## src/design/sfvd_pkg.sv

```systemverilog
package sfvd_pkg;

  // Frame layout
  localparam int SYNC_LEN      = 3;
  localparam int PAYLOAD_BYTES = 14;
  localparam int NUM_VALUES    = 6;
  localparam int PHASE_W       = 5;
  localparam int SUM_W         = 19;
  localparam int LIM_W         = 17;

  localparam logic [7:0] SYNC_RESET = 8'd66;
  localparam logic [15:0] CHK_MOD   = 16'd32767;

  localparam logic [PHASE_W-1:0] LAST_PHASE    = PHASE_W'(SYNC_LEN + PAYLOAD_BYTES - 1);
  localparam logic [PHASE_W-1:0] CHK_LOW_PHASE = PHASE_W'(SYNC_LEN + PAYLOAD_BYTES - 2);

  typedef logic [PHASE_W-1:0] phase_t;
  typedef logic signed [15:0] vel_t;
  typedef logic signed [SUM_W-1:0] sum_t;
  typedef logic signed [LIM_W-1:0] lim_t;

  // sign(s) * (|s| mod 32767); 2^15 = 1 mod 32767, so fold the top bits onto
  // the low 15 and finish with a single conditional subtract.
  function automatic lim_t reduce_sum(input sum_t s);
    logic [SUM_W-2:0] mag;
    logic [15:0]      fold;
    logic [15:0]      rem;
    mag  = s[SUM_W-1] ? (SUM_W-1)'(-s) : (SUM_W-1)'(s);
    fold = 16'(mag[SUM_W-2:15]) + 16'(mag[14:0]);
    rem  = (fold >= CHK_MOD) ? (fold - CHK_MOD) : fold;
    return s[SUM_W-1] ? -lim_t'({1'b0, rem}) : lim_t'({1'b0, rem});
  endfunction

endpackage

```

## src/design/sync_framed_velocity_deframer.sv

```systemverilog
// Byte-stream deframer: hunts for SYNC_LEN bytes equal to sync_value, then
// takes a 14-byte little-endian payload (three linear and three angular
// velocities, then a checksum, all signed 16-bit) and emits one result per
// frame with the six velocities and frame_ok set when the checksum equals
// sign(sum) * (|sum| mod 32767) of the velocity sum. Any non-sync byte during
// the hunt restarts it. One byte is taken every clock; the frame result is
// registered when the last payload byte is taken. The only stall on rx is
// the last byte of a frame arriving while the previous result still waits
// at the output register. sync_value may be written at any time (ready is
// always high) but should change only while the block is idle.
module sync_framed_velocity_deframer (
  input  logic                clk,
  input  logic                rst,
  input  logic                cfg_valid,
  output logic                cfg_ready,
  input  logic [7:0]          sync_value,
  input  logic                in_valid,
  output logic                in_stall,
  input  logic [7:0]          rx_byte,
  output logic                out_valid,
  input  logic                out_stall,
  output sfvd_pkg::vel_t      lin_vel_a,
  output sfvd_pkg::vel_t      lin_vel_b,
  output sfvd_pkg::vel_t      lin_vel_c,
  output sfvd_pkg::vel_t      ang_vel_a,
  output sfvd_pkg::vel_t      ang_vel_b,
  output sfvd_pkg::vel_t      ang_vel_c,
  output logic                frame_ok
);
  import sfvd_pkg::*;

  logic [7:0]   sync_reg;
  phase_t       phase;
  logic [7:0]   low_byte_hold;
  sum_t         running_sum;
  lim_t         lim_hold;
  vel_t         value_store [NUM_VALUES];
  vel_t         vel_out [NUM_VALUES];

  logic         accept;
  logic         hunting;
  phase_t       k;
  logic [2:0]   idx;
  logic [15:0]  word;

  assign cfg_ready = 1'b1;

  // Only the frame's closing byte needs the output register free
  assign in_stall = out_valid && out_stall && (phase == LAST_PHASE);
  assign accept   = in_valid && !in_stall;

  assign hunting = (phase < phase_t'(SYNC_LEN));
  assign k       = phase - phase_t'(SYNC_LEN);
  assign idx     = k[3:1];
  assign word    = {rx_byte, low_byte_hold};

  // Control and framing state
  always_ff @(posedge clk) begin
    if (rst) begin
      sync_reg      <= SYNC_RESET;
      phase         <= '0;
      low_byte_hold <= '0;
      running_sum   <= '0;
      out_valid     <= 1'b0;
    end else begin
      if (cfg_valid) begin
        sync_reg <= sync_value;
      end
      // result leaves unless a new frame closes in the same cycle
      if (out_valid && !out_stall && !(accept && (phase == LAST_PHASE))) begin
        out_valid <= 1'b0;
      end
      if (accept) begin
        if (hunting) begin
          if (rx_byte == sync_reg) begin
            phase <= phase + 1'b1;
            if (phase == phase_t'(SYNC_LEN - 1)) begin
              running_sum   <= '0;
              low_byte_hold <= '0;
            end
          end else begin
            phase <= '0;
          end
        end else if (phase > LAST_PHASE) begin
          phase <= '0;
        end else if (!k[0]) begin
          low_byte_hold <= rx_byte;
          phase         <= phase + 1'b1;
        end else if (idx < 3'(NUM_VALUES)) begin
          running_sum <= running_sum + sum_t'(signed'(word));
          phase       <= phase + 1'b1;
        end else begin
          // checksum high byte: close the frame
          out_valid   <= 1'b1;
          phase       <= '0;
          running_sum <= '0;
        end
      end
    end
  end

  // Payload storage and result register
  always_ff @(posedge clk) begin
    if (accept && !hunting && (phase <= LAST_PHASE)) begin
      if (!k[0]) begin
        if (phase == CHK_LOW_PHASE) begin
          lim_hold <= reduce_sum(running_sum);
        end
      end else if (idx < 3'(NUM_VALUES)) begin
        value_store[idx] <= vel_t'(word);
      end else begin
        vel_out  <= value_store;
        frame_ok <= (lim_hold == lim_t'(signed'(word)));
      end
    end
  end

  assign lin_vel_a = vel_out[0];
  assign lin_vel_b = vel_out[1];
  assign lin_vel_c = vel_out[2];
  assign ang_vel_a = vel_out[3];
  assign ang_vel_b = vel_out[4];
  assign ang_vel_c = vel_out[5];

  // Checks
  a_phase_range: assert property (@(posedge clk) disable iff (rst)
    phase <= LAST_PHASE)
    else $error("phase beyond frame end");

  a_close_emits: assert property (@(posedge clk) disable iff (rst)
    accept && (phase == LAST_PHASE) |=> out_valid && (phase == '0))
    else $error("frame close did not produce a result");

  a_stall_cause: assert property (@(posedge clk) disable iff (rst)
    in_stall |-> out_valid && out_stall && (phase == LAST_PHASE))
    else $error("input stalled without a pending result");

  a_new_result_only_at_close: assert property (@(posedge clk) disable iff (rst)
    !out_valid ##1 out_valid |-> $past(accept) && ($past(phase) == LAST_PHASE))
    else $error("result appeared outside frame close");

endmodule

```

## config.mk

```make
export PLATFORM = sky130hd
export DESIGN_NAME = sync_framed_velocity_deframer
export DESIGN_NICKNAME = d
export VERILOG_FILES = /design/src/design/sfvd_pkg.sv /design/src/design/sync_framed_velocity_deframer.sv
export SDC_FILE = /design/constraint.sdc
export NUM_CORES = 1
export LEC_CHECK = 0
export ABC_AREA = 0
export BUFFER_PORTS_ARGS = -buffer_cell sky130_fd_sc_hd__buf_2
export CAP_MARGIN = 20
export CORE_MARGIN = 5
export CORE_UTILIZATION = 53
export DETAILED_ROUTE_END_ITERATION = 8
export PLACE_DENSITY = 0.73
export SYNTH_ARGS = -nofsm -noshare
export SYNTH_HDL_FRONTEND = slang
export SYNTH_SLANG_ARGS = --single-unit
```

## constraint.sdc

```tcl
create_clock -name clk -period 9.4 [get_ports clk]
set_input_delay 0 -clock clk [delete_from_list [all_inputs] [get_ports clk]]
set_output_delay 0 -clock clk [all_outputs]
set_load 0.03 [all_outputs]
```

# [Yosys cells after proc, flatten, opt, wreduce, memory -nomap -nowiden]
# Index checks and enable logic that the tools add are counted.
[totals] ff_bits=251 latchBits=0 ramBits=0 romBits=0 input_bits=21 output_inout_bits=100 wordCells=93 memories=0
[classes] add_sub_neg=7 multipliers=0 div=0 n_lt_le_gt_ge=7 eq_ne=9 shift=0 mux=28 bitwise_logic=3 reduce_logical=19
[ops] cell="19-bit two-way mux" n=6
[ops] cell="96-bit bitwise mux" n=1
[ops] cell="16-bit demux with 3-bit select" n=1
[ops] cell="16-bit two-way mux" n=3
[ops] cell="8-bit two-way mux" n=5
[ops] cell="5-bit two-way mux" n=5
[ops] cell="19-bit by 16-bit adder with 19-bit output" n=1
[ops] cell="18-bit two-way mux" n=1
[ops] cell="18-bit negator" n=1
[ops] cell="17-bit by 16-bit == test with 1-bit output" n=1
[ops] cell="16-bit negator with 17-bit output" n=1
[ops] cell="3-bit by 15-bit adder with 16-bit output" n=1
[ops] cell="16-bit by 15-bit greater-or-equal comparator with 1-bit output (second input constant)" n=1
[ops] cell="16-bit by 15-bit subtractor with 16-bit output (second input constant)" n=1
[ops] cell="5-bit AND reduction" n=2
[ops] cell="1-bit logical AND" n=9
[ops] cell="3-bit AND reduction" n=3
[ops] cell="8-bit == test" n=1
[ops] cell="1-bit two-way mux" n=6
[ops] cell="5-bit by 1-bit adder with 5-bit output (second input constant)" n=1
[ops] cell="5-bit by 2-bit == test with 1-bit output (second input constant)" n=1
[ops] cell="5-bit by 4-bit == test with 1-bit output (second input constant)" n=1
[ops] cell="5-bit == test (second input constant)" n=1
[ops] cell="5-bit > comparator (second input constant)" n=1
[ops] cell="12 further kinds" n=18

# [Longest topological paths before layout]
# Gate-level depths: netlist of the first run.
[depth] depth_word=13 mapped_depth=23 ltp_nobuf=21

# [Worst setup path before layout of the first run]
# OpenSTA, ideal clock, no wires.
[synth_timing] path_type="register to register" from="register phase[0]" to="register vel_out, in the netlist ang_vel_a[0] (enable)" setup_time_ps=674 t_arrival_ps=8278 required_time_ps=8726 slack_ps=448 path_stages_with_launch=11 path_buffers=2 period_less_slack_ps=8952 cell_sequence="dfxtp_1 -> clkbuf_1 -> inv_1 -> ha_1 -> nand2_1 -> nor2_1 -> nand3_1 -> and2_1 -> clkbuf_1 -> nand2_1 -> nor3_1"
[synth_via] elab_chain_cells=7 elab_cells_between_ends=13 classes_between="add/sub (1); order compare (3); eq/ne (1); bitwise (1); reduce/logical (7)"
[synth_rtl] item="from (decl)" line_no="sync_framed_velocity_deframer.sv:33" text="phase_t phase;"
[synth_rtl] item="from (signal assigned)" line_no="sync_framed_velocity_deframer.sv:76" text="phase <= phase + 1'b1;"
[synth_rtl] item="from (signal assigned)" line_no="sync_framed_velocity_deframer.sv:88" text="phase <= phase + 1'b1;"
[synth_rtl] item="from (signal assigned)" line_no="sync_framed_velocity_deframer.sv:91" text="phase <= phase + 1'b1;"
[synth_rtl] item="parallel branches: the longest is 6 deep, another holds 4-bit by 2-bit subtractor with 4-bit output"
[synth_rtl] item="3-bit AND reduction (no source line) (*)"
[synth_rtl] item="to (signal assigned)" line_no="sync_framed_velocity_deframer.sv:112" text="vel_out <= value_store;"
[synth_rtl] item="to (decl)" line_no="sync_framed_velocity_deframer.sv:38" text="vel_t vel_out [NUM_VALUES];"
# Mark *: on every way between the ends.
# A chain may end at the register's enable or synchronous reset.

# [Final worst setup path of the first run]
[layout_timing] from="register running_sum[1]" to="register lim_hold[9] (data pin)"
[layout_via] elab_chain_cells=7 elab_cells_between_ends=8 classes_between="add/sub (4); order compare (1); mux (3)"
[layout_rtl] item="from (decl)" line_no="sync_framed_velocity_deframer.sv:35" text="sum_t running_sum;"
[layout_rtl] item="from (signal assigned)" line_no="sync_framed_velocity_deframer.sv:90" text="running_sum <= running_sum + sum_t'(signed'(word));"
[layout_rtl] item="18-bit negator" line_no="sfvd_pkg.sv:28" text="mag = s[SUM_W-1] ? (SUM_W-1)'(-s) : (SUM_W-1)'(s);"
[layout_rtl] item="18-bit two-way mux (*)" line_no="sfvd_pkg.sv:28"
[layout_rtl] item="3-bit by 15-bit adder with 16-bit output (*)" line_no="sfvd_pkg.sv:29" text="fold = 16'(mag[SUM_W-2:15]) + 16'(mag[14:0]);"
[layout_rtl] item="16-bit by 15-bit subtractor with 16-bit output / 16-bit by 15-bit greater-or-equal comparator with 1-bit output (equally long branches)" line_no="sfvd_pkg.sv:30" text="rem = (fold >= CHK_MOD) ? (fold - CHK_MOD) : fold;"
[layout_rtl] item="16-bit two-way mux (*)" line_no="sfvd_pkg.sv:30"
[layout_rtl] item="16-bit negator with 17-bit output" line_no="sfvd_pkg.sv:31" text="return s[SUM_W-1] ? -lim_t'({1'b0, rem}) : lim_t'({1'b0, rem});"
[layout_rtl] item="16-bit two-way mux (*)" line_no="sfvd_pkg.sv:31"
[layout_rtl] item="to (signal assigned)" line_no="sync_framed_velocity_deframer.sv:107" text="lim_hold <= reduce_sum(running_sum);"
[layout_rtl] item="to (decl)" line_no="sync_framed_velocity_deframer.sv:36" text="lim_t lim_hold;"
# Every way passes the cells marked *; elsewhere a longest branch is shown, timed or not.

==> reports/qor.log, run 1 <==
INFO  final_layout   largest_register_ff_count=96
INFO  drt            drc_violation_total_after_the_first_tritonroute_iteration=551
INFO  worst_setup_path cp_data_required_time=9.65ns
INFO  hold_path      holdCritPathClass=in2reg
INFO  final_layout   antenna-diode-count=0
INFO  synthesis      yosys-top-cells-area=sky130_fd_sc_hd__edfxtp_1 58%, sky130_fd_sc_hd__dfxtp_1 7.6%, sky130_fd_sc_hd__xnor2_1 3.6%
INFO  clocking       cts.path.max_buffers=3
INFO  synthesis      count_of_flip_flops_with_a_built_in_enable_after_synthesis=210
INFO  drt            drc=0
INFO  sta            rsz_0062_raised_after_global_routing=false
INFO  synthesis      synth_nets=848
INFO  power          power.static_leakage=4.54nW
INFO  floorplan      die-width=153um
INFO  floorplan      ioPinCount=121
INFO  synthesis      netlist_area=10900um^2
INFO  power          ir_worst_vdd=0.115mV
INFO  worst_setup_path criticalPathCategory=reg2reg
INFO  floorplan      core=20200um^2
INFO  final_layout   largest_register=value_store
INFO  sta            hold_viol_final=0
INFO  floorplan      die_height=153um
INFO  final_layout   finalCoreUtilization=63.0%
INFO  drt            viasPerCell=5.69
INFO  clocking       tritoncts=yes
INFO  worst_setup_path worst_r2r_startpoint=running_sum[1]$_SDFFE_PP0P_
INFO  final_layout   layout_commonest_cell=sky130_fd_sc_hd__edfxtp_1
INFO  floorplan      core.rowCount=52
INFO  synthesis      number_of_standard_cells_after_synthesis=797
INFO  worst_setup_path crit_path_end_kind=flop
INFO  drt            drt_pass1_iterations=5
INFO  place          numPortBuffers=119
INFO  place          post-dp-hpwl=16.1mm
INFO  sta            maxSlewHeadroom=36.1%
INFO  synthesis      yosys_most_used_dff=sky130_fd_sc_hd__edfxtp_1
INFO  floorplan      fp.dieArea=23500um^2
INFO  sta            fmax=165MHz
INFO  grt            grt_pass1_wl=39.3mm
INFO  synthesis      yosysTopAreaCellShare=58.0%
INFO  hold_path      min_delay_worst_endpoint=phase[2]$_SDFFE_PP0P_
INFO  drt            routed_wl=24.8mm
INFO  drt            vias=7040
INFO  synthesis      synth-seq-area-share=65.6%
INFO  synthesis      yosys.cell_types.count=74
INFO  sta            final_cycle_share=64.5%
INFO  grt            grt_util_all_layers=21.0%
INFO  sta            clock-skew-final=0.0174ns
INFO  synthesis      yosysTopAreaCell=sky130_fd_sc_hd__edfxtp_1
INFO  drt            number_of_nets_with_antenna_violations_after_routing=0
INFO  clocking       cts.reportedPaths.clkPinSlew=0.07ns
INFO  final_layout   drive_gt1_share=19.9%
INFO  sta            worst_pin_slew=0.958ns
INFO  flow_run       drv_cap=0
INFO  clocking       ctsResizeCount=0
INFO  worst_setup_path ff_to_ff_end=lim_hold[9]$_DFFE_PP_
INFO  final_layout   reg.largest.list=value_store x96, running_sum x19, lim_hold x17
INFO  hold_path      hold_path_depth=2
INFO  clocking       cts_sinks=251
INFO  run_status     run_status=finished clean
INFO  final_layout   final_cell_area=12800um^2
INFO  sta            timing_max_transition_violations_final=0
INFO  synthesis      synth-seq-cells=251
INFO  power          power_density=169nW/um^2
INFO  synthesis      ys.warnings.count=0
INFO  clocking       clock-root-buffer=sky130_fd_sc_hd__clkbuf_16
INFO  grt            grt_antenna_before_repair=0
INFO  place          post-place-cells=1168
INFO  clocking       cts.htree.levels=1
INFO  place          postPlaceCellArea=11800um^2
INFO  worst_setup_path worstRegToRegCells=19
INFO  synthesis      mean_instance_size_in_the_synthesized_netlist=13.6um^2
INFO  clocking       cts-hold-fix-buffers=27
INFO  sta            min_period=6.06ns
INFO  clocking       cts-buffers-inserted=23
INFO  clocking       cts_setup_buffers=0
INFO  grt            grt_start_max_net_pins=80
INFO  grt            gr-total-overflow=0
INFO  sta            setup-tns-final=0ns
INFO  worst_setup_path ff2ff_setup_slack=3.34ns
INFO  sta            setup_violations=0
INFO  final_layout   layout.nets=1001
INFO  worst_setup_path crit_arrival=6.31ns
INFO  synthesis      async_reset_ff_share=0%
INFO  floorplan      floorplan.initialDensity=53.7%
INFO  final_layout   mostFrequentLayoutCells=210 x sky130_fd_sc_hd__edfxtp_1, 119 x sky130_fd_sc_hd__buf_2, 70 x sky130_fd_sc_hd__nor2_1
INFO  worst_setup_path cp_max_fo=8
INFO  place          gp_congestion=0.929
INFO  worst_setup_path worstSetupStartpointType=flop
INFO  final_layout   finish.cell_count_without_fillers=1237
INFO  final_layout   synthToLayoutAreaGrowth=17.3%
INFO  clocking       worst_skew_pair.late_latency=0.51ns
INFO  grt            grt_pass1_vias=7020
INFO  hold_path      min_from=rst
INFO  drt            drt-wirelength-per-cell=20.0um
-- per-layer routing --
layer  vias to the layer above  wire length [um]  global-route usage [%]
li1                       3311                 -                       -
met1                      3400             10300                    27.6
met2                       283             12300                    36.5
met3                        46              1530                    2.77
met4                         0               649                    6.70
met5                         -                 0                       0
-- synthesized netlist by cell type (9+ instances only) --
master / instances
sky130_fd_sc_hd__nand3_1: 10
sky130_fd_sc_hd__nor2_1: 70
sky130_fd_sc_hd__mux2i_1: 9
sky130_fd_sc_hd__xor2_1: 38
sky130_fd_sc_hd__and2_1: 9
sky130_fd_sc_hd__a31oi_1: 11
sky130_fd_sc_hd__a22oi_1: 26
sky130_fd_sc_hd__clkbuf_1: 16
sky130_fd_sc_hd__edfxtp_1: 210
sky130_fd_sc_hd__inv_1: 20
sky130_fd_sc_hd__dfxtp_1: 41
sky130_fd_sc_hd__ha_1: 28
sky130_fd_sc_hd__and3_1: 9
sky130_fd_sc_hd__nand2_1: 39
sky130_fd_sc_hd__a21o_1: 9
sky130_fd_sc_hd__xnor2_1: 45
sky130_fd_sc_hd__nand4_1: 10
sky130_fd_sc_hd__a21oi_1: 31
sky130_fd_sc_hd__nor3_1: 22
sky130_fd_sc_hd__o21ai_0: 18
-- kinds of logic after synthesis --
family | after synthesis | share of synthesized area, %
and+or+nand+nor | 222 | 10.7
muxes | 9 | 0.829
buffers and inverters | 48 | 2.01
adders and majority gates | 30 | 3.59
DFF | 251 | 65.6
other | 1 | 0.0345
AOI/OAI and AO/OA | 153 | 10.6
xor gates and xnor gates | 83 | 6.69
-- final cells by class --
class	instances	area, um^2
clock buffer	29	618
clock inverter	13	108
fill	1438	7480
inverter	20	75.1
multi-input combinational	498	3550
sequential	251	7130
tap	270	338
timing repair buffer	156	941
-- metrics by stage --
step	hold WS, ns	setup slack (ns)	power (mW)
after floorplan	0.0989	0.448	1.26
after global placement	0.211	3.58	1.28
after detailed placement	0.218	3.38	1.28
after CTS	0.0551	3.38	2.17
after global routing	0.0916	2.82	2.23
final	0.0669	3.34	2.16
-- critical path, cell delays in order (launching register included) --
cell and delay (ns):
sky130_fd_sc_hd__dfxtp_1 0.40, sky130_fd_sc_hd__inv_1 0.12, sky130_fd_sc_hd__ha_1 0.21, sky130_fd_sc_hd__or3b_1 0.50, sky130_fd_sc_hd__nor4_1 0.40, sky130_fd_sc_hd__a21oi_1 0.14, sky130_fd_sc_hd__xor2_1 0.20, sky130_fd_sc_hd__ha_1 0.30
sky130_fd_sc_hd__a21o_1 0.10, sky130_fd_sc_hd__a21oi_1 0.13, sky130_fd_sc_hd__a2111oi_2 0.42, sky130_fd_sc_hd__and3_1 0.46, sky130_fd_sc_hd__o21ai_1 0.22, sky130_fd_sc_hd__a2111oi_4 0.38, sky130_fd_sc_hd__o211ai_1 0.24, sky130_fd_sc_hd__and2_4 0.23
sky130_fd_sc_hd__or3_4 0.34, sky130_fd_sc_hd__or3b_1 0.54, sky130_fd_sc_hd__mux2i_1 0.17, sky130_fd_sc_hd__a311o_1 0.32
-- power by group --
group | leakage [nW] | switching [mW] | internal, mW
registers | 2.07 | 0.00344 | 1.20
clock network | 0.341 | 0.393 | 0.498
logic | 2.13 | 0.0411 | 0.0247
-- how the worst max path moves through the flow --
stage	slack (ns)	startpoint	to
floorplan	0.45	phase[0]$_SDFFE_PP0P_	ang_vel_a[0]$_DFFE_PP_
global route	2.82	running_sum[1]$_SDFFE_PP0P_	lim_hold[14]$_DFFE_PP_
CTS	3.38	running_sum[1]$_SDFFE_PP0P_	lim_hold[14]$_DFFE_PP_
finish	3.34	running_sum[1]$_SDFFE_PP0P_	lim_hold[9]$_DFFE_PP_
global placement	3.58	running_sum[1]$_SDFFE_PP0P_	lim_hold[9]$_DFFE_PP_
detailed placement	3.38	running_sum[1]$_SDFFE_PP0P_	lim_hold[14]$_DFFE_PP_
Note: power is estimated with default switching activity, not from simulation.
==> run 2, diff against run 1 <==
CORE_UTILIZATION = 58   (was 53)
PLACE_DENSITY = 0.76   (was 0.73)
clock period = 6.3 ns   (was 9.4 ns; I/O delays follow)
==> run 2 against run 1 <==
Effect of this change:
- routed wire length down 0.24%
- first-iteration DRC count up 19%
- maximum frequency up 2.8%
- flip-flop and latch count unchanged
- sequential share of layout area down 0.27 points
- non-clock buffer count up 3
- cell area up 0.48%
- combinational power up 47%
- largest cell class unchanged
==> reports/qor.log, run 2 (same netlist as run 1, synthesis figures left out) <==
INFO  worst_setup_path timing.critical_path.mode_cell=sky130_fd_sc_hd__ha_1
INFO  hold_path      holdCritPathClass=in2reg [unchanged]
INFO  worst_setup_path critical_path_slowest_stage_cell=sky130_fd_sc_hd__a2111oi_2 [was sky130_fd_sc_hd__or3b_1]
INFO  sta            worst_pin_slew=0.830ns [was 0.958 ns]
INFO  drt            drc=0 [unchanged]
INFO  grt            grt_util_all_layers=22.8% [was 21.0%]
INFO  place          pre_cts_slack=0.354ns [was 3.38 ns]
INFO  place          post-place-cells=1135 [was 1168]
INFO  final_layout   largest_register_ff_count=96 [unchanged]
INFO  clocking       clock-root-buffer=sky130_fd_sc_hd__clkbuf_16 [unchanged]
INFO  final_layout   antenna-diode-count=0 [unchanged]
INFO  floorplan      core=18600um^2 [was 20200 um^2]
INFO  sta            timing_max_transition_violations_final=0 [unchanged]
INFO  grt            grt_start_max_net_pins=57 [was 80]
INFO  sta            maxSlewHeadroom=44.7% [was 36.1%]
INFO  worst_setup_path criticalPathCategory=reg2reg [unchanged]
INFO  worst_setup_path cp_max_fo=8 [unchanged]
INFO  final_layout   largest_register=value_store [unchanged]
INFO  worst_setup_path worstSetupStartpointType=flop [unchanged]
INFO  flow_run       drv_cap=0 [unchanged]
INFO  floorplan      ioPinCount=121 [unchanged]
INFO  grt            gr-total-overflow=0 [unchanged]
INFO  clocking       cts.reportedPaths.clkPinSlew=0.07ns [about the same]
INFO  clocking       cts_sinks=251 [unchanged]
INFO  place          post-dp-hpwl=16.0mm [was 16.1 mm]
INFO  sta            setup-tns-final=0ns [unchanged]
INFO  sta            min_period=5.90ns [was 6.06 ns]
INFO  sta            clock-skew-final=0.0143ns [was 0.0174 ns]
INFO  sta            fmax=170MHz [was 165 MHz]
INFO  floorplan      fp.dieArea=21600um^2 [was 23500 um^2]
INFO  clocking       cts-buffers-inserted=24 [was 23]
INFO  final_layout   synthToLayoutAreaGrowth=17.9% [was 17.3%]
INFO  run_status     run_status=finished clean [unchanged]
INFO  final_layout   drive_gt1_share=20.8% [was 19.9%]
INFO  clocking       cts.htree.levels=1 [unchanged]
INFO  clocking       tritoncts=yes [unchanged]
INFO  drt            number_of_nets_with_antenna_violations_after_routing=0 [unchanged]
INFO  drt            drc_violation_total_after_the_first_tritonroute_iteration=655 [was 551]
INFO  floorplan      floorplan.initialDensity=58.5% [was 53.7%]
INFO  drt            drt-wirelength-per-cell=20.5um [was 20.0 um]
INFO  sta            hold_viol_final=0 [unchanged]
INFO  worst_setup_path cp_slowest_stage_delay=0.46ns [was 0.54 ns]
INFO  power          power.static_leakage=4.61nW [was 4.54 nW]
INFO  sta            rsz_0062_raised_after_global_routing=false [unchanged]
INFO  power          power_density=259nW/um^2 [was 169 nW/um^2]
INFO  drt            viasPerCell=5.92 [was 5.69]
INFO  floorplan      core.rowCount=50 [was 52]
INFO  place          gp_congestion=0.900 [was 0.929]
INFO  clocking       cts_setup_buffers=0 [unchanged]
INFO  sta            finalWorstSetupSlack=0.403ns [was 3.34 ns]
INFO  worst_setup_path path_cells=inv_1 -> ha_1 -> or3b_1 -> nor4_1 -> a21oi_1 -> xor2_1 -> ha_1 -> a21o_1 -> a21oi_1 -> a2111oi_2 -> and3_2 -> o21ai_1 -> a2111oi_4 -> o211ai_1 -> nand2_1 -> mux2i_1 -> ha_1 -> nand2_1 -> or3b_1 -> o41a_1 [was inv_1 -> ha_1 -> or3b_1 -> nor4_1 -> a21oi_1 -> xor2_1 -> ha_1 -> a21o_1 -> a21oi_1 -> a2111oi_2 -> and3_1 -> o21ai_1 -> a2111oi_4 -> o211ai_1 -> and2_4 -> or3_4 -> or3b_1 -> mux2i_1 -> a311o_1]
INFO  drt            routed_wl=24.7mm [was 24.8 mm]
INFO  drt            vias=7138 [was 7040]
INFO  clocking       worst_skew_pair.late_latency=0.52ns [was 0.51 ns]
INFO  worst_setup_path crit_path_end_kind=flop [unchanged]
INFO  final_layout   reg.largest.list=value_store x96, running_sum x19, lim_hold x17 [unchanged]
INFO  final_layout   layout_commonest_cell=sky130_fd_sc_hd__edfxtp_1 [unchanged]
INFO  final_layout   finish.cell_count_without_fillers=1206 [was 1237]
INFO  floorplan      die_height=147um [was 153 um]
INFO  sta            setup_violations=0 [unchanged]
INFO  power          ir_worst_vdd=0.149mV [was 0.115 mV]
INFO  clocking       cts.path.max_buffers=3 [unchanged]
INFO  place          postPlaceCellArea=11700um^2 [was 11800 um^2]
INFO  final_layout   layout.nets=1005 [was 1001]
INFO  worst_setup_path cp_data_required_time=6.55ns [was 9.65 ns]
INFO  sta            final_cycle_share=93.6% [was 64.5%]
INFO  final_layout   final_cell_area=12800um^2 [about the same]
INFO  grt            grt_antenna_before_repair=1 [was 0]
INFO  sta            fin_hold_ws=0.0739ns [was 0.0669 ns]
INFO  drt            drt_pass1_iterations=6 [was 5]
INFO  floorplan      die-width=147um [was 153 um]
INFO  grt            grt_pass1_vias=7030 [was 7020]
INFO  grt            grt_pass1_wl=39.0mm [was 39.3 mm]
INFO  worst_setup_path crit_arrival=6.15ns [was 6.31 ns]
INFO  final_layout   mostFrequentLayoutCells=210 x sky130_fd_sc_hd__edfxtp_1, 119 x sky130_fd_sc_hd__buf_2, 70 x sky130_fd_sc_hd__nor2_1 [unchanged]
INFO  place          numPortBuffers=119 [unchanged]
run 2: changes by cell type in the layout (fill, tap and decap cells not counted), moves of 2 or more:
| cell | previous run | this run |
|---|---|---|
| sky130_fd_sc_hd__clkinv_4 | 0 | 3 |
| sky130_fd_sc_hd__clkinvlp_4 | 5 | 3 |
| sky130_fd_sc_hd__clkinv_2 | 3 | 6 |
| sky130_fd_sc_hd__clkbuf_1 | 4 | 0 |
| sky130_fd_sc_hd__inv_6 | 2 | 0 |
| sky130_fd_sc_hd__buf_4 | 10 | 13 |
run 2: report_power, final:
part / total (mW) / switching, mW / internal, mW
combinational: 0.0966 / 0.0597 / 0.0369
sequential: 1.79 / 0.00506 / 1.79
clock: 1.43 / 0.614 / 0.814
total: 3.32 / 0.679 / 2.64
run 2: layer usage:
metal | vias up | GRT usage (%) | part of all wire (%)
li1 | 3326 | - | -
met5 | - | 0 | 0.028
met1 | 3451 | 30.1 | 40
met4 | 2 | 6.43 | 2.6
met3 | 49 | 3.67 | 7.0
met2 | 310 | 39.5 | 50
run 2: worst paths after layout:
path | from | to | slack, ns | depth (start not counted)
max reg2reg | running_sum[1]$_SDFFE_PP0P_ | lim_hold[16]$_SDFFCE_PN0P_ | 0.40 | 20
max | running_sum[1]$_SDFFE_PP0P_ | lim_hold[16]$_SDFFCE_PN0P_ | 0.40 | 20
min reg2reg | value_store[47]$_DFFE_PP_ | ang_vel_a[15]$_DFFE_PP_ | 0.41 | 0
min | rst | sync_reg[4]$_SDFFE_PP0P_ | 0.07 | 2
run 2: through the flow:
stage | power (mW) | utilization [%]
floorplan | 1.88 | -
global placement | 1.91 | 63.2
detailed placement | 1.91 | 63.2
CTS | 3.34 | 69.0
global route | 3.43 | 69.0
finish | 3.32 | 69.0
run 2: timing repair:
action / 4_1_cts / 5_1_grt
hold buffers: 27 / 0
resized for setup: 0 / 1
endpoints found under the hold margin: 63 / 0
setup endpoints to repair: 0 / 4
run 2: layout make-up:
class | count | area [um^2]
Multi-Input combinational cell | 498 | 3560
Tap cell | 234 | 293
Clock inverter | 18 | 174
Clock buffer | 26 | 628
Timing Repair Buffer | 159 | 963
Fill cell | 1222 | 5760
Sequential cell | 251 | 7130
Inverter | 20 | 75.1
run 2: worst max-delay path, delay by kind of cell, from the launching register on:
family                     cells  cell delay [ns]
adders and majority gates      3             0.72
buffers and inverters          1             0.11
xor gates and xnor gates       1             0.20
and+or+nand+nor                6             1.90
DFF                            1             0.40
AOI/OAI and AO/OA              8             2.07
muxes                          1             0.27
==> run 3, diff against run 2 <==
CORE_UTILIZATION = 63   (was 58)
PLACE_DENSITY = 0.82   (was 0.76)
clock period = 7.3 ns   (was 6.3 ns; I/O delays follow)
==> run 3 against run 2 <==
Effect of this change:
- register-to-register slack gained 0.79 ns
- critical endpoint is now lim_hold[14]$_DFFE_PP_
- largest cell class unchanged
- flip-flop and latch count did not move
- first-iteration DRC count is 24% higher
- utilization up 5.4 points
- maximum frequency shrank 3.5%
- sequential power shrank 13%
- largest power group unchanged
- routed wire length increased by 16%
==> reports/qor.log, run 3 (same netlist as run 1, synthesis figures left out) <==
INFO  run_status     run_status=finished clean [unchanged]
INFO  floorplan      core.rowCount=48 [was 50]
INFO  drt            drc=0 [unchanged]
INFO  floorplan      die_height=141um [was 147 um]
INFO  floorplan      core=17100um^2 [was 18600 um^2]
INFO  drt            routed_wl=28.7mm [was 24.7 mm]
INFO  place          gp_congestion=0.907 [was 0.900]
INFO  place          numPortBuffers=119 [unchanged]
INFO  clocking       tritoncts=yes [unchanged]
INFO  sta            worst_pin_slew=0.828ns [was 0.830 ns]
INFO  clocking       cts-hold-fix-buffers=27 [unchanged]
INFO  drt            drc_violation_total_after_the_first_tritonroute_iteration=812 [was 655]
INFO  grt            gr-total-overflow=0 [unchanged]
INFO  drt            drt-wirelength-per-cell=24.0um [was 20.5 um]
INFO  worst_setup_path crit_path_end_kind=flop [unchanged]
INFO  grt            grt_pass1_vias=7352 [was 7030]
INFO  clocking       cts.htree.levels=1 [unchanged]
INFO  final_layout   reg.largest.list=value_store x96, running_sum x19, lim_hold x17 [unchanged]
INFO  sta            fin_hold_ws=0.0637ns [was 0.0739 ns]
INFO  grt            grt_util_all_layers=28.7% [was 22.8%]
INFO  floorplan      ioPinCount=121 [unchanged]
INFO  sta            rsz_0062_raised_after_global_routing=false [unchanged]
INFO  hold_path      holdCritPathClass=in2reg [unchanged]
INFO  final_layout   layout.nets=1002 [was 1005]
INFO  drt            drt_pass1_iterations=6 [unchanged]
INFO  final_layout   antenna-diode-count=0 [unchanged]
INFO  floorplan      floorplan.initialDensity=63.5% [was 58.5%]
INFO  clocking       worst_skew_pair.late_latency=0.52ns [about the same]
INFO  clocking       cts.reportedPaths.clkPinSlew=0.07ns [about the same]
INFO  power          ir_worst_vdd=0.216mV [was 0.149 mV]
INFO  drt            number_of_nets_with_antenna_violations_after_routing=0 [unchanged]
INFO  final_layout   regArea=7130um^2 [unchanged]
INFO  clocking       cts.path.max_buffers=3 [unchanged]
INFO  sta            setup_violations=0 [unchanged]
INFO  final_layout   mostFrequentLayoutCells=210 x sky130_fd_sc_hd__edfxtp_1, 119 x sky130_fd_sc_hd__buf_2, 70 x sky130_fd_sc_hd__nor2_1 [unchanged]
INFO  sta            min_period=6.11ns [was 5.90 ns]
INFO  worst_setup_path cp_data_required_time=7.55ns [was 6.55 ns]
INFO  power          power=2.84mW [was 3.32 mW]
INFO  place          post-place-cells=1123 [was 1135]
INFO  worst_setup_path worstSetupStartpointType=flop [unchanged]
INFO  final_layout   largest_register=value_store [unchanged]
INFO  sta            fmax=164MHz [was 170 MHz]
INFO  flow_run       drv_cap=0 [unchanged]
INFO  power          power_density=223nW/um^2 [was 259 nW/um^2]
INFO  drt            vias=7530 [was 7138]
INFO  grt            grt_pass1_wl=43.5mm [was 39.0 mm]
INFO  clocking       cts_setup_buffers=0 [unchanged]
INFO  sta            maxSlewHeadroom=44.8% [was 44.7%]
INFO  grt            grt_antenna_before_repair=1 [unchanged]
INFO  worst_setup_path criticalPathCategory=reg2reg [unchanged]
INFO  floorplan      fp.dieArea=20000um^2 [was 21600 um^2]
INFO  sta            setup-tns-final=0ns [unchanged]
INFO  place          post-dp-hpwl=17.1mm [was 16.0 mm]
INFO  final_layout   layout_commonest_cell=sky130_fd_sc_hd__edfxtp_1 [unchanged]
INFO  worst_setup_path crit_arrival=6.36ns [was 6.15 ns]
INFO  sta            timing_max_transition_violations_final=0 [unchanged]
INFO  power          power.static_leakage=4.56nW [was 4.61 nW]
INFO  grt            grt_start_max_net_pins=51 [was 57]
INFO  final_layout   largest_register_ff_count=96 [unchanged]
INFO  final_layout   drive_gt1_share=19.6% [was 20.8%]
INFO  clocking       cts-buffers-inserted=24 [unchanged]
INFO  drt            viasPerCell=6.31 [was 5.92]
INFO  clocking       clock-root-buffer=sky130_fd_sc_hd__clkbuf_16 [unchanged]
INFO  final_layout   fill_cells=975 [was 1222]
INFO  worst_setup_path cp_max_fo=8 [unchanged]
INFO  sta            clock-skew-final=0.0187ns [was 0.0143 ns]
INFO  clocking       cts_sinks=251 [unchanged]
INFO  sta            final_cycle_share=83.7% [was 93.6%]
INFO  final_layout   finish.cell_count_without_fillers=1194 [was 1206]
INFO  final_layout   multi_input_area=3550um^2 [was 3560 um^2]
INFO  final_layout   synthToLayoutAreaGrowth=17.1% [was 17.9%]
INFO  floorplan      die-width=141um [was 147 um]
INFO  sta            hold_viol_final=0 [unchanged]
INFO  clocking       ctsResizeCount=0 [unchanged]
run 3: cell types whose count changed in the layout (fill, tap and decap cells not counted):
cell / change
sky130_fd_sc_hd__and3_1: +1
sky130_fd_sc_hd__and3_2: -1
sky130_fd_sc_hd__buf_4: -3
sky130_fd_sc_hd__bufinv_16: -1
sky130_fd_sc_hd__clkbuf_1: +5
sky130_fd_sc_hd__clkbuf_16: +1
sky130_fd_sc_hd__clkbuf_8: -2
sky130_fd_sc_hd__clkinv_1: +3
sky130_fd_sc_hd__clkinv_2: -2
sky130_fd_sc_hd__clkinv_4: -3
sky130_fd_sc_hd__clkinv_8: -1
sky130_fd_sc_hd__inv_6: +1
sky130_fd_sc_hd__inv_8: -1
run 3: cell type report:
cell class	instances	share of cell area, %
flip-flops and latches	251	56.0
multi-input cells	498	27.9
well taps	225	2.21
clock inverters	14	0.787
clock buffers	30	5.06
inverters	20	0.590
repair buffers	156	7.39
run 3: final timing paths:
path | from | end | slack, ns | cells after the start
worst max-delay path | running_sum[1]$_SDFFE_PP0P_ | lim_hold[14]$_DFFE_PP_ | 1.19 | 21
worst min-delay path | rst | sync_reg[5]$_SDFFE_PP0P_ | 0.06 | 2
worst max register to register | running_sum[1]$_SDFFE_PP0P_ | lim_hold[14]$_DFFE_PP_ | 1.19 | 21
worst min register to register | value_store[65]$_DFFE_PP_ | lin_vel_b[1]$_DFFE_PP_ | 0.41 | 0
run 3: report_power, final:
part	switching [mW]	leakage (nW)	total, mW	internal [mW]
registers	0.00562	2.07	1.55	1.54
clock network	0.537	0.357	1.20	0.665
logic	0.0557	2.13	0.0877	0.0320
total	0.599	4.56	2.84	2.24
run 3: critical path, stage by stage, from the launching register on:
cell                        delay, ns
sky130_fd_sc_hd__dfxtp_1         0.40
sky130_fd_sc_hd__inv_1           0.11
sky130_fd_sc_hd__ha_1            0.21
sky130_fd_sc_hd__or3b_1          0.51
sky130_fd_sc_hd__nor4_1          0.41
sky130_fd_sc_hd__a21oi_1         0.14
sky130_fd_sc_hd__xor2_1          0.20
sky130_fd_sc_hd__ha_1            0.30
sky130_fd_sc_hd__a21o_1          0.10
sky130_fd_sc_hd__a21oi_1         0.14
sky130_fd_sc_hd__a2111oi_2       0.43
sky130_fd_sc_hd__and3_1          0.44
sky130_fd_sc_hd__o21ai_1         0.20
sky130_fd_sc_hd__a2111oi_4       0.38
sky130_fd_sc_hd__o211ai_1        0.26
sky130_fd_sc_hd__nand2_1         0.20
sky130_fd_sc_hd__mux2i_1         0.26
sky130_fd_sc_hd__ha_1            0.20
sky130_fd_sc_hd__nand2_1         0.10
sky130_fd_sc_hd__or3b_1          0.42
sky130_fd_sc_hd__o31ai_1         0.33
sky130_fd_sc_hd__xnor2_1         0.12
run 3: metrics by stage:
stage                     cell area (um^2)  utilization, %  worst slack, ns
after floorplan                      10900               -             1.36
after detailed placement             11700            68.4             1.30
after CTS                            12700            74.3             1.26
after global routing                 12700            74.3            0.715
final                                12700            74.3             1.19
after global placement               11700            68.4             1.51
run 3: layer usage:
metal / track usage, % / share of wire [%] / up-vias
li1: - / - / 3319
met2: 49.0 / 49 / 521
met5: 0 / 0 / -
met3: 4.85 / 10 / 94
met1: 36.9 / 37 / 3596
met4: 11.5 / 4.0 / 0
